===== src/hdl/imu_sa_pkg.sv =====
// imu_sa_pkg: constants, types and state codes shared by the imu still-alignment averager
// no dependencies; imported by every module of the block except imu_sa_checker
`default_nettype none

package imu_sa_pkg;

   // window and field geometry
   localparam int WINDOW_SAMPLES = 100;
   localparam int IDX_W          = $clog2(WINDOW_SAMPLES);
   localparam int SAMPLE_W       = 24;
   localparam int MEAN_W         = SAMPLE_W + 1;
   localparam int SUM_W          = 32;
   localparam int NOISE_W        = 31;
   localparam int COUNT_W        = 8;
   localparam int LOCK_W         = 8;
   localparam int CSR_DATA_W     = 31;
   localparam int CSR_IDX_W      = 1;

   localparam logic [IDX_W-1:0] LAST_IDX = IDX_W'(WINDOW_SAMPLES - 1);

   // lanes: gyro p q r, accel x y z, mag x y z
   localparam int NUM_LANES     = 9;
   localparam int NUM_IMU_LANES = 6;
   localparam int TAG_W         = 4;
   localparam logic [TAG_W-1:0] LANE_AZ  = TAG_W'(5);
   localparam logic [TAG_W-1:0] TAG_MEAN = TAG_W'(NUM_LANES);

   // divide by window length: reciprocal multiply plus one correction step
   localparam logic [SUM_W-1:0]   DIV_N       = SUM_W'(WINDOW_SAMPLES);
   localparam logic [SUM_W-1:0]   DIV_HALF    = SUM_W'(WINDOW_SAMPLES / 2);
   localparam logic [2*SUM_W-1:0] RECIP_FULL  = (64'd1 << SUM_W) / 64'(WINDOW_SAMPLES);
   localparam logic [SUM_W-1:0]   DIV_RECIP   = RECIP_FULL[SUM_W-1:0];

   // register reset values
   localparam logic [CSR_DATA_W-1:0] NOISE_THRESHOLD_RESET = CSR_DATA_W'(90000);
   localparam logic [LOCK_W-1:0]     LOCK_WINDOWS_RESET    = LOCK_W'(5);
   localparam logic [COUNT_W-1:0]    COUNT_MAX             = '1;

   typedef logic [SUM_W-1:0]    sum_type;
   typedef logic [SAMPLE_W-1:0] sample_type;

   typedef enum logic [CSR_IDX_W-1:0] {
      CSR_NOISE_THRESHOLD = 1'b0,
      CSR_LOCK_WINDOWS    = 1'b1
   } csr_index_type;

   typedef enum logic [2:0] {
      ST_RUN,
      ST_DIV,
      ST_DIV_WAIT,
      ST_WALK,
      ST_TAIL,
      ST_DONE,
      ST_OUT
   } state_type;

   typedef struct packed {
      logic add_imu;
      logic add_mag;
      logic clear;
   } lane_ctl_type;

   typedef struct packed {
      logic             valid;
      logic [TAG_W-1:0] tag;
      logic             round;
      logic [SUM_W-1:0] value;
   } div_req_type;

   typedef struct packed {
      logic             valid;
      logic [TAG_W-1:0] tag;
      logic [SUM_W-1:0] quot;
   } div_rsp_type;

endpackage

`default_nettype wire


===== src/hdl/imu_sa_lane.sv =====
// imu_sa_lane: one axis accumulator lane, sign-extends a sample and adds it to a 32-bit sum
// depends on imu_sa_pkg
`default_nettype none

module imu_sa_lane
   import imu_sa_pkg::*;
(
   input  wire logic       clock,
   input  wire logic       reset,
   input  wire logic       add,
   input  wire logic       clear,
   input  wire sample_type sample,
   output sum_type         sum
);

   sum_type sum_ff;
   sum_type sum_in;

   always_comb begin
      sum_in = sum_ff;
      if (clear) begin
         sum_in = '0;
      end else if (add) begin
         sum_in = sum_ff + {{(SUM_W - SAMPLE_W){sample[SAMPLE_W-1]}}, sample};
      end
   end

   always_ff @(posedge clock) begin
      if (reset) begin
         sum_ff <= '0;
      end else begin
         sum_ff <= sum_in;
      end
   end

   assign sum = sum_ff;

endmodule

`default_nettype wire


===== config.mk =====
export PLATFORM = sky130hd
export DESIGN_NAME = imu_sa_lane
export DESIGN_NICKNAME = d
export VERILOG_FILES = /design/src/hdl/imu_sa_pkg.sv /design/src/hdl/imu_sa_lane.sv
export SDC_FILE = /design/constraint.sdc
export NUM_CORES = 1
export LEC_CHECK = 0
export BUFFER_PORTS_ARGS = -buffer_cell sky130_fd_sc_hd__buf_2
export CELL_PAD_IN_SITES_DETAIL_PLACEMENT = 1
export CELL_PAD_IN_SITES_GLOBAL_PLACEMENT = 1
export CORE_MARGIN = 2
export CORE_UTILIZATION = 40
export DETAILED_ROUTE_END_ITERATION = 16
export PLACE_DENSITY_LB_ADDON = 0.08
export SLEW_MARGIN = 15
export SYNTH_ARGS = -nofsm -noshare
export SYNTH_HDL_FRONTEND = slang
export SYNTH_SLANG_ARGS = --single-unit

===== constraint.sdc =====
create_clock -name clock -period 3.25 [get_ports clock]
set_input_delay 0.325 -clock clock [delete_from_list [all_inputs] [get_ports clock]]
set_output_delay 0.325 -clock clock [all_outputs]
set_load 0.005 [all_outputs]

==> impl_metrics.ini <==
[detailed_routing]
vias_per_cell = 5.707
drt_iter0_drc = 84
wirelength_um = 7453
drt-pass1-iter-count = 4
post_drt_wl_per_cell_um = 16.27
drcViolationCount = 0
via_count = 2614
final_antenna_net_count = 0

[timing]
relSlewSlack_pct = 48.78
setup_viol = 0
post-route-period-util_pct = 91.83
setup-tns-final_ns = 0
hold_ws_ns = 0.4186
fmax_mhz = 335.1
rsz0062_at_grt = false
hold_viol = 0
slew_viol_final = 0
fin_crit_ns = 2.985
finClkSkew_ns = 0.005274
tightest_slew_ns = 0.7655

[clock_network]
cts_tree = built
max-clock-path-buffers = 2
path_clk_slew_ns = 0.07
cts_root_buffer = clkbuf_8
cts_buffers = 5
cts_num_sinks = 32
cts.htree.levels = 2
worst_skew_pair.late_latency_ns = 0.29
cts_resized = 0
hold_buffers = 0
post_cts_buffers = 0

[power_and_ir_drop]
peakVddDrop_mv = 0.1913
total_power_mw = 1.087
p_per_area_nw_per_um2 = 346.3
power.leakage_nw = 1.604

[grt]
track_usage_pct = 20.86
top_usage_layer = met2
use_met1_pct = 26.83
antenna_found_initial = 0
grt_max_degree = 25
grt_pass1_vias = 2632
use_met2_pct = 36.29
use_met3_pct = 3.369
grt_remaining_overflow = 0
grt_pass1_wl_um = 12480

[outcome]
outcome = finished clean

[yosys]
async_reset_ff_share_pct = 0
synth_xor_area_share_pct = 8.778
synth_top_family_by_area = compound AO/OA/AOI/OAI gates
synth-adder-area-share_pct = 15.14
synth_cell_type_count = 46
syn_area_per_cell_um2 = 8.289
synth_seq_area_share_pct = 23.78
synth_edf_count = 0
ys.flop_type = dfxtp_1
yosys.area_share.simple_pct = 16.26
muxShareOfSynthArea_pct = 7.431
synth_cells = 325
yosys_register_bits = 32
yosysWarnings = 0
netlist_area_um2 = 2694
syn_nets = 385
synth_compound_area_share_pct = 26.38

[place]
port_buffers = 59
gp_congestion = 0.7906
dpl.hpwl_um = 5789
place_area_um2 = 3048

[die]
die_h_um = 86.07
initial_core_util_pct = 41.94
die_w_um = 86.07
rows = 29
core-area_um2 = 6422
die_area_um2 = 7407
io_pins = 60

[final_layout]
regArea_um2 = 640.6
drive_gt1_share_pct = 20.21
fill_cells = 814
nets = 440
num_antenna_cells = 0
largest_reg_flops = 32
multi_input_area_um2 = 1993
fin_util_pct = 48.86
final_area_um2 = 3138
syn2layout_area_growth_pct = 16.49

[setup_path]
end_kind = flip-flop
critPathMaxFanout = 5
start_kind = flip-flop
critical_path_required_ns = 3.41
criticalPathCategory = flip-flop to flip-flop
arrival_ns = 3.15

[run]
cap_violations = 0

[worst_hold_path]
hold_path_class = primary input to flip-flop
[worst max-delay path: stages, from the launching register on]
cell and delay [ns]:
dfxtp_1 0.32, ha_1 0.20, fa_1 0.40, a21o_1 0.22
a221oi_2 0.33, o31a_1 0.29, o31ai_4 0.13, a31oi_1 0.25
o21ai_1 0.18, a221oi_2 0.30, xor2_1 0.17, o21ai_1 0.07
[cells in the final DEF, fill, tap and decap left out, drive strengths merged, types with 3 or more instances in the layout]
cell,instances
clkbuf,8
a21o,21
o211ai,3
nand4,5
mux2i,20
xor2,11
nor2,34
ha,31
o21ai,24
a211oi,7
nand2,26
inv,4
xnor2,16
o21bai,4
nor3,4
dfxtp,32
buf,60
a21oi,25
nand3,6
a31oi,4
and3,5
[area by class of cell]
type                    instances  share of cell area [%]
flip-flops and latches         32                   20.41
multi-input cells             277                   63.52
inverters                       4                  0.4785
repair buffers                 60                   9.649
clock buffers                   8                   2.871
well taps                      77                   3.070
[path summary, 6_finish.rpt]
path	startpoint	to	slack (ns)	depth (start not counted)
setup / recovery	sum[0]	sum[28]	0.27	11
hold / removal	add	sum[17]	0.42	2
setup reg to reg	sum[0]	sum[28]	0.27	11
hold reg to reg	sum[21]	sum[21]	0.48	2
[layer usage]
layer | part of all wire, % | routed length, um
met4 | 1.1 | 82
met2 | 49 | 3688
met3 | 3.1 | 232
met1 | 46 | 3450
met5 | 0 | 0
[through the flow]
stage	instances	setup slack (ns)
6_report	458	0.2654
5_1_grt	458	0.01521
4_1_cts	458	0.2302
2_1_floorplan	325	0.5199
3_5_place_dp	450	0.1115
3_3_place_gp	450	0.2352
[cells in the mapped netlist, drive strengths merged (6+ instances only)]
| cell type | n | share of area [%] |
|---|---|---|
| o21ai | 24 | 4.5 |
| a21o | 21 | 6.0 |
| xnor2 | 16 | 5.2 |
| a21oi | 25 | 4.6 |
| clkbuf | 10 | 1.4 |
| nand2 | 26 | 3.6 |
| a211oi | 7 | 2.0 |
| mux2i | 20 | 7.4 |
| nand3 | 6 | 1.1 |
| ha | 31 | 14 |
| dfxtp | 32 | 24 |
| xor2 | 11 | 3.6 |
| nor2 | 34 | 4.7 |
[kinds of logic after synthesis]
| group | Yosys count |
|---|---|
| xor gates and xnor gates | 27 |
| AOI/OAI and AO/OA | 105 |
| adders and majority gates | 32 |
| buffers and inverters | 16 |
| DFF | 32 |
| muxes | 20 |
| and+or+nand+nor | 93 |
[power breakdown]
group	switching [mW]	internal, mW	total (mW)
sequential	0.0147	0.411	0.426
combinational	0.189	0.146	0.334
clock	0.154	0.173	0.327
total	0.357	0.730	1.09
Power figures use the tool's default switching activity.
