==> config.mk <==
export PLATFORM = sky130hd
export DESIGN_NAME = imu_sa_merge
export DESIGN_NICKNAME = d
export VERILOG_FILES = /design/src/hdl/imu_sa_pkg.sv /design/src/hdl/imu_sa_div.sv /design/src/hdl/imu_sa_merge.sv
export SDC_FILE = /design/constraint.sdc
export NUM_CORES = 2
export LEC_CHECK = 0
export BUFFER_PORTS_ARGS = -buffer_cell sky130_fd_sc_hd__buf_4
export CORE_MARGIN = 1.5
export CORE_UTILIZATION = 60
export CTS_BUF_LIST = sky130_fd_sc_hd__clkbuf_8
export DETAILED_ROUTE_END_ITERATION = 10
export PLACE_DENSITY = 0.78
export SLEW_MARGIN = 10
export SYNTH_ARGS = -nofsm -noshare
export SYNTH_HDL_FRONTEND = slang
export SYNTH_HIERARCHICAL = 1
export SYNTH_SLANG_ARGS = --single-unit
==> constraint.sdc <==
create_clock -name clock -period 15.8 [get_ports clock]
set_clock_uncertainty 0.2 [all_clocks]
set_input_delay 4.74 -clock clock [delete_from_list [all_inputs] [get_ports clock]]
set_output_delay 4.74 -clock clock [all_outputs]
set_load 0.01 [all_outputs]
==> src/hdl/imu_sa_pkg.sv <==
// imu_sa_pkg: constants, types and state codes shared by the imu still-alignment averager
// no dependencies; imported by every module of the block except imu_sa_checker
`default_nettype none

package imu_sa_pkg;

   // window and field geometry
   localparam int WINDOW_SAMPLES = 100;
   localparam int IDX_W          = $clog2(WINDOW_SAMPLES);
   localparam int SAMPLE_W       = 24;
   localparam int MEAN_W         = SAMPLE_W + 1;
   localparam int SUM_W          = 32;
   localparam int NOISE_W        = 31;
   localparam int COUNT_W        = 8;
   localparam int LOCK_W         = 8;
   localparam int CSR_DATA_W     = 31;
   localparam int CSR_IDX_W      = 1;

   localparam logic [IDX_W-1:0] LAST_IDX = IDX_W'(WINDOW_SAMPLES - 1);

   // lanes: gyro p q r, accel x y z, mag x y z
   localparam int NUM_LANES     = 9;
   localparam int NUM_IMU_LANES = 6;
   localparam int TAG_W         = 4;
   localparam logic [TAG_W-1:0] LANE_AZ  = TAG_W'(5);
   localparam logic [TAG_W-1:0] TAG_MEAN = TAG_W'(NUM_LANES);

   // divide by window length: reciprocal multiply plus one correction step
   localparam logic [SUM_W-1:0]   DIV_N       = SUM_W'(WINDOW_SAMPLES);
   localparam logic [SUM_W-1:0]   DIV_HALF    = SUM_W'(WINDOW_SAMPLES / 2);
   localparam logic [2*SUM_W-1:0] RECIP_FULL  = (64'd1 << SUM_W) / 64'(WINDOW_SAMPLES);
   localparam logic [SUM_W-1:0]   DIV_RECIP   = RECIP_FULL[SUM_W-1:0];

   // register reset values
   localparam logic [CSR_DATA_W-1:0] NOISE_THRESHOLD_RESET = CSR_DATA_W'(90000);
   localparam logic [LOCK_W-1:0]     LOCK_WINDOWS_RESET    = LOCK_W'(5);
   localparam logic [COUNT_W-1:0]    COUNT_MAX             = '1;

   typedef logic [SUM_W-1:0]    sum_type;
   typedef logic [SAMPLE_W-1:0] sample_type;

   typedef enum logic [CSR_IDX_W-1:0] {
      CSR_NOISE_THRESHOLD = 1'b0,
      CSR_LOCK_WINDOWS    = 1'b1
   } csr_index_type;

   typedef enum logic [2:0] {
      ST_RUN,
      ST_DIV,
      ST_DIV_WAIT,
      ST_WALK,
      ST_TAIL,
      ST_DONE,
      ST_OUT
   } state_type;

   typedef struct packed {
      logic add_imu;
      logic add_mag;
      logic clear;
   } lane_ctl_type;

   typedef struct packed {
      logic             valid;
      logic [TAG_W-1:0] tag;
      logic             round;
      logic [SUM_W-1:0] value;
   } div_req_type;

   typedef struct packed {
      logic             valid;
      logic [TAG_W-1:0] tag;
      logic [SUM_W-1:0] quot;
   } div_rsp_type;

endpackage

`default_nettype wire

==> src/hdl/imu_sa_div.sv <==
// imu_sa_div: four-stage pipeline dividing a signed sum by the window length
// truncates toward zero, or rounds half away from zero when asked; depends on imu_sa_pkg
`default_nettype none

module imu_sa_div
   import imu_sa_pkg::*;
(
   input  wire logic        clock,
   input  wire logic        reset,
   input  wire div_req_type req,
   output div_rsp_type      rsp
);

   // stage 1: magnitude plus optional half
   logic             v1_ff, v2_ff, v3_ff, v4_ff;
   logic [TAG_W-1:0] tag1_ff, tag2_ff, tag3_ff, tag4_ff;
   logic             neg1_ff, neg2_ff, neg3_ff;
   logic [SUM_W-1:0] x1_ff, x2_ff;
   logic [2*SUM_W-1:0] prod2_ff;
   logic [SUM_W-1:0] q3_ff, r3_ff, q4_ff;

   logic [SUM_W-1:0] mag_in;
   logic [SUM_W-1:0] x1_in;
   logic [SUM_W-1:0] q0;
   logic [SUM_W-1:0] r3_in;
   logic [SUM_W-1:0] qc;
   logic [SUM_W-1:0] q4_in;

   always_comb begin
      mag_in = req.value[SUM_W-1] ? (~req.value + SUM_W'(1)) : req.value;
      x1_in  = mag_in + (req.round ? DIV_HALF : '0);
      q0     = prod2_ff[2*SUM_W-1:SUM_W];
      r3_in  = x2_ff - SUM_W'(q0 * DIV_N);
      qc     = (r3_ff >= DIV_N) ? (q3_ff + SUM_W'(1)) : q3_ff;
      q4_in  = neg3_ff ? (~qc + SUM_W'(1)) : qc;
   end

   always_ff @(posedge clock) begin
      if (reset) begin
         v1_ff <= 1'b0;
         v2_ff <= 1'b0;
         v3_ff <= 1'b0;
         v4_ff <= 1'b0;
      end else begin
         v1_ff <= req.valid;
         v2_ff <= v1_ff;
         v3_ff <= v2_ff;
         v4_ff <= v3_ff;
      end
   end

   always_ff @(posedge clock) begin
      tag1_ff  <= req.tag;
      neg1_ff  <= req.value[SUM_W-1];
      x1_ff    <= x1_in;
      // stage 2: reciprocal multiply
      tag2_ff  <= tag1_ff;
      neg2_ff  <= neg1_ff;
      x2_ff    <= x1_ff;
      prod2_ff <= {{SUM_W{1'b0}}, x1_ff} * {{SUM_W{1'b0}}, DIV_RECIP};
      // stage 3: estimate and remainder
      tag3_ff  <= tag2_ff;
      neg3_ff  <= neg2_ff;
      q3_ff    <= q0;
      r3_ff    <= r3_in;
      // stage 4: correction and sign
      tag4_ff  <= tag3_ff;
      q4_ff    <= q4_in;
   end

   assign rsp.valid = v4_ff;
   assign rsp.tag   = tag4_ff;
   assign rsp.quot  = q4_ff;

endmodule

`default_nettype wire

==> src/hdl/imu_sa_merge.sv <==
// imu_sa_merge: window sequencer, z sample store, noise walk and quiet-window counter
// combines the lane sums at window end; depends on imu_sa_pkg and imu_sa_div
`default_nettype none

module imu_sa_merge
   import imu_sa_pkg::*;
(
   input  wire logic                  clock,
   input  wire logic                  reset,
   input  wire logic                  req_valid,
   output logic                       req_ready,
   input  wire logic                  req_restart,
   input  wire sample_type            req_accel_z,
   input  wire logic                  req_mag_present,
   input  wire logic [CSR_DATA_W-1:0] noise_threshold,
   input  wire logic [LOCK_W-1:0]     lock_windows,
   input  wire sum_type               lane_sum [NUM_LANES],
   output lane_ctl_type               lane_ctl,
   output logic                       rsp_valid,
   input  wire logic                  rsp_ready,
   output sample_type                 avg [NUM_LANES],
   output logic [NOISE_W-1:0]         noise,
   output logic [COUNT_W-1:0]         quiet_count,
   output logic                       locked
);

   state_type            state_ff, state_in;
   logic [IDX_W-1:0]     idx_ff, idx_in;
   logic [IDX_W-1:0]     walk_ff, walk_in;
   logic [TAG_W-1:0]     issue_ff, issue_in;
   logic [NOISE_W-1:0]   noise_ff, noise_in;
   logic [COUNT_W-1:0]   cnt_ff, cnt_in;
   logic                 lock_ff, lock_in;
   logic                 rd_vld_ff, rd_vld_in;
   sample_type           rdata_ff;
   logic [MEAN_W-1:0]    mean_ff;
   sample_type           avg_ff [NUM_LANES];
   sample_type           zmem [WINDOW_SAMPLES];

   logic                 mem_we;
   logic [TAG_W-1:0]     lane_sel;
   logic signed [SAMPLE_W+1:0] dev;
   logic [SAMPLE_W+1:0]  dev_abs;
   div_req_type          div_req;
   div_rsp_type          div_rsp;

   imu_sa_div u_div (
      .clock (clock),
      .reset (reset),
      .req   (div_req),
      .rsp   (div_rsp)
   );

   // divider feed: nine truncated averages, then the rounded z mean
   always_comb begin
      lane_sel      = (issue_ff == TAG_MEAN) ? LANE_AZ : issue_ff;
      div_req.valid = (state_ff == ST_DIV);
      div_req.tag   = issue_ff;
      div_req.round = (issue_ff == TAG_MEAN);
      div_req.value = lane_sum[lane_sel];
   end

   // absolute deviation of a stored z from the rounded mean
   always_comb begin
      dev     = $signed({{2{rdata_ff[SAMPLE_W-1]}}, rdata_ff})
                - $signed({mean_ff[MEAN_W-1], mean_ff});
      dev_abs = dev[SAMPLE_W+1] ? (~dev + (SAMPLE_W+2)'(1)) : dev;
   end

   always_comb begin
      state_in  = state_ff;
      idx_in    = idx_ff;
      walk_in   = walk_ff;
      issue_in  = issue_ff;
      cnt_in    = cnt_ff;
      lock_in   = lock_ff;
      rd_vld_in = 1'b0;
      noise_in  = noise_ff;
      mem_we    = 1'b0;
      req_ready = 1'b0;
      rsp_valid = 1'b0;
      lane_ctl  = '0;

      if (rd_vld_ff) begin
         noise_in = noise_ff + NOISE_W'(dev_abs);
      end

      case (state_ff)
         ST_RUN: begin
            req_ready = 1'b1;
            if (req_valid) begin
               if (req_restart) begin
                  idx_in         = '0;
                  cnt_in         = '0;
                  lock_in        = 1'b0;
                  lane_ctl.clear = 1'b1;
               end else if (!lock_ff) begin
                  lane_ctl.add_imu = 1'b1;
                  lane_ctl.add_mag = req_mag_present;
                  mem_we           = 1'b1;
                  if (idx_ff == LAST_IDX) begin
                     idx_in   = '0;
                     issue_in = '0;
                     state_in = ST_DIV;
                  end else begin
                     idx_in = idx_ff + IDX_W'(1);
                  end
               end
            end
         end
         ST_DIV: begin
            issue_in = issue_ff + TAG_W'(1);
            if (issue_ff == TAG_MEAN) begin
               state_in = ST_DIV_WAIT;
            end
         end
         ST_DIV_WAIT: begin
            if (div_rsp.valid && (div_rsp.tag == TAG_MEAN)) begin
               walk_in  = '0;
               noise_in = '0;
               state_in = ST_WALK;
            end
         end
         ST_WALK: begin
            rd_vld_in = 1'b1;
            walk_in   = walk_ff + IDX_W'(1);
            if (walk_ff == LAST_IDX) begin
               state_in = ST_TAIL;
            end
         end
         ST_TAIL: begin
            state_in = ST_DONE;
         end
         ST_DONE: begin
            if (noise_ff < noise_threshold) begin
               if (cnt_ff != COUNT_MAX) begin
                  cnt_in = cnt_ff + COUNT_W'(1);
               end
            end else if (cnt_ff != '0) begin
               cnt_in = cnt_ff - COUNT_W'(1);
            end
            lock_in        = (cnt_in > lock_windows);
            lane_ctl.clear = 1'b1;
            state_in       = ST_OUT;
         end
         ST_OUT: begin
            rsp_valid = 1'b1;
            if (rsp_ready) begin
               state_in = ST_RUN;
            end
         end
         default: begin
            state_in = ST_RUN;
         end
      endcase
   end

   always_ff @(posedge clock) begin
      if (reset) begin
         state_ff  <= ST_RUN;
         idx_ff    <= '0;
         walk_ff   <= '0;
         issue_ff  <= '0;
         cnt_ff    <= '0;
         lock_ff   <= 1'b0;
         rd_vld_ff <= 1'b0;
      end else begin
         state_ff  <= state_in;
         idx_ff    <= idx_in;
         walk_ff   <= walk_in;
         issue_ff  <= issue_in;
         cnt_ff    <= cnt_in;
         lock_ff   <= lock_in;
         rd_vld_ff <= rd_vld_in;
      end
   end

   always_ff @(posedge clock) begin
      noise_ff <= noise_in;
      if (div_rsp.valid) begin
         if (div_rsp.tag == TAG_MEAN) begin
            mean_ff <= div_rsp.quot[MEAN_W-1:0];
         end else begin
            avg_ff[div_rsp.tag] <= div_rsp.quot[SAMPLE_W-1:0];
         end
      end
   end

   // z sample store
   always_ff @(posedge clock) begin
      if (mem_we) begin
         zmem[idx_ff] <= req_accel_z;
      end
      rdata_ff <= zmem[walk_ff];
   end

   assign avg         = avg_ff;
   assign noise       = noise_ff;
   assign quiet_count = cnt_ff;
   assign locked      = lock_ff;

endmodule

`default_nettype wire

==> results.ini <==
[sta]
worst_slew_pin_slew_ps = 1230
slew_viol_final = 0
setup_tns_ps = 0
period_needed_ps = 10860
finalHoldViolations = 0
max-slew-margin-rel_pct = 18.2
setup_viol = 0
rsz0062_at_grt = no
fin_crit_sh_pct = 68.8
fmax_mhz = 92.0

[drt]
wire_per_inst_um = 28.5
remaining_drc_errors = 0
viasPerCell = 6.27
drt-total-wl_mm = 346
drt-initial-drc-count = 8806
dr_total_vias = 76100
ant_nets = 0
dr.pass1.iters = 8

[placed_design]
dp_hpwl_mm = 224
placed_area_um2 = 142000
gp_congestion = 1.00
io_buffer_count = 617

[global_route]
antenna_found_initial = 25
grt_max_degree = 137
first_global_vias = 76900
gr-total-overflow = 0
grt_first_pass_wirelength_mm = 503
grt_usage_pct = 30.9

[synth]
syn_nets = 9061
yosys_warnings = 6
synth_area_um2 = 133000
synthCells = 7866
syn_avg_cell_area_um2 = 16.9

[critical_path]
path_class = in -> out
startpoint_type = input port
worstPathArrival_ps = 5920
path_max_fanout = 5
crit_required_ps = 10860
worst_setup_path_end_kind = primary output

[pwr]
powerDensity_nw_per_um2 = 216
vdd_drop_max_v = 0.000991
p_total_w = 0.0324
leakage_nw = 53.8

[die]
row_count = 172
ios = 618
die_h_um = 474
fp.dieW_um = 474
floorplan.die_area_um2 = 225000
start_util_pct = 60.5
fp.coreArea_um2 = 220000

[clock_network]
hold_buffers = 0
cts_max_level = 5
cts-resized-gates = 0
postCtsSetupBuffers = 0
numCtsBuffers = 446
clk_latency_ps = 1170
clock_sinks = 2918
path_clk_slew_ps = 60
clockBufferDepth = 4
cts_tree = built
clockRootBuffer = clkbuf_8

[finish]
final_net_count = 10000
area_growth_pct = 12.7
fin_util_pct = 68.2
stdcell_area_um2 = 150000
drive_gt1_share_pct = 25.6

[outcome]
status = complete, no violations

[flow_run]
drv_cap = 0

[hold_path]
hp-class = reg -> reg

==> cell type report <==
cell class	count	area (µm²)
Sequential cell	2918	84900
Fill cell	13900	70100
Multi-Input combinational cell	3916	44600
Clock buffer	462	6360
Timing Repair Buffer	801	6060
Tap cell	2958	3700
Inverter	724	2720
Clock inverter	336	1720
Antenna cell	26	65.1
==> metrics by stage <==
step	setup WS, ps	hold WS [ps]	std cells
after CTS	4930	114	12100
final	4940	103	12100
after floorplan	5400	110	7866
after global placement	4920	114	11300
after global routing	4940	108	12100
after detailed placement	4930	112	11300
==> final timing paths <==
path	start	to	slack, ps	cells past startpoint
min reg2reg	u_div/tag1_ff[0]$_DFF_P_	u_div/tag2_ff[0]$_DFF_P_	100	0
max	req_valid	lane_ctl[0]	4940	5
max reg2reg	u_div/x1_ff[11]$_DFF_P_	u_div/prod2_ff[57]$_DFF_P_	7080	21
min	u_div/tag1_ff[0]$_DFF_P_	u_div/tag2_ff[0]$_DFF_P_	100	0
==> per-layer routing <==
layer,global-route usage [%],routed length (µm),up-vias,part of all wire [%]
met2,48.4,164000,4289,47
met3,6.84,35200,598,10
met4,10.2,11500,12,3.3
met5,0.606,250,-,0.072
met1,43.5,135000,38900,39
li1,-,-,32300,-
==> state kept, by name, indices dropped and copies added (netlist names), 3 cells and up <==
register and cells:
zmem 2400, mean_ff 25, u_div/tag3_ff 4, state_ff 3
u_div/tag4_ff 4, rdata_ff 24, avg 216, quiet_count 8
u_div/x2_ff 30, u_div/q3_ff 25, issue_ff 4, noise 31
u_div/prod2_ff 26, u_div/tag1_ff 4, u_div/tag2_ff 4, idx_ff 7
u_div/q4_ff 25, u_div/r3_ff 30, walk_ff 7, u_div/x1_ff 32
==> worst max-delay path, cell delays in order <==
cell	delay [ps]
buf_4	150
nand3_1	430
and2_1	360
inv_1	90
buf_4	130
==> power by group <==
part	internal [W]	total, W	switching (W)	leakage, nW
combinational	0.00707	0.0174	0.0103	23.0
sequential	0.00891	0.00928	0.000370	26.1
clock	0.00289	0.00570	0.00281	4.74
total	0.0189	0.0324	0.0135	53.8
==> layout by cell type (no fill, tap or decap), types with 58 or more instances in the layout <==
cell	instances
a21o_1	72
mux4_2	766
nor3_1	63
xnor2_1	147
nand3_1	110
clkinv_1	105
edfxtp_1	2641
o21ai_0	187
mux2_2	83
nand2_1	353
a21oi_1	164
nor2_1	165
nor2b_1	68
xor2_1	102
inv_1	889
nor2_2	103
clkbuf_8	462
a211oi_1	58
dfxtp_1	270
ha_1	541
buf_4	797
fa_1	297
(Power assumes the default switching activity.)
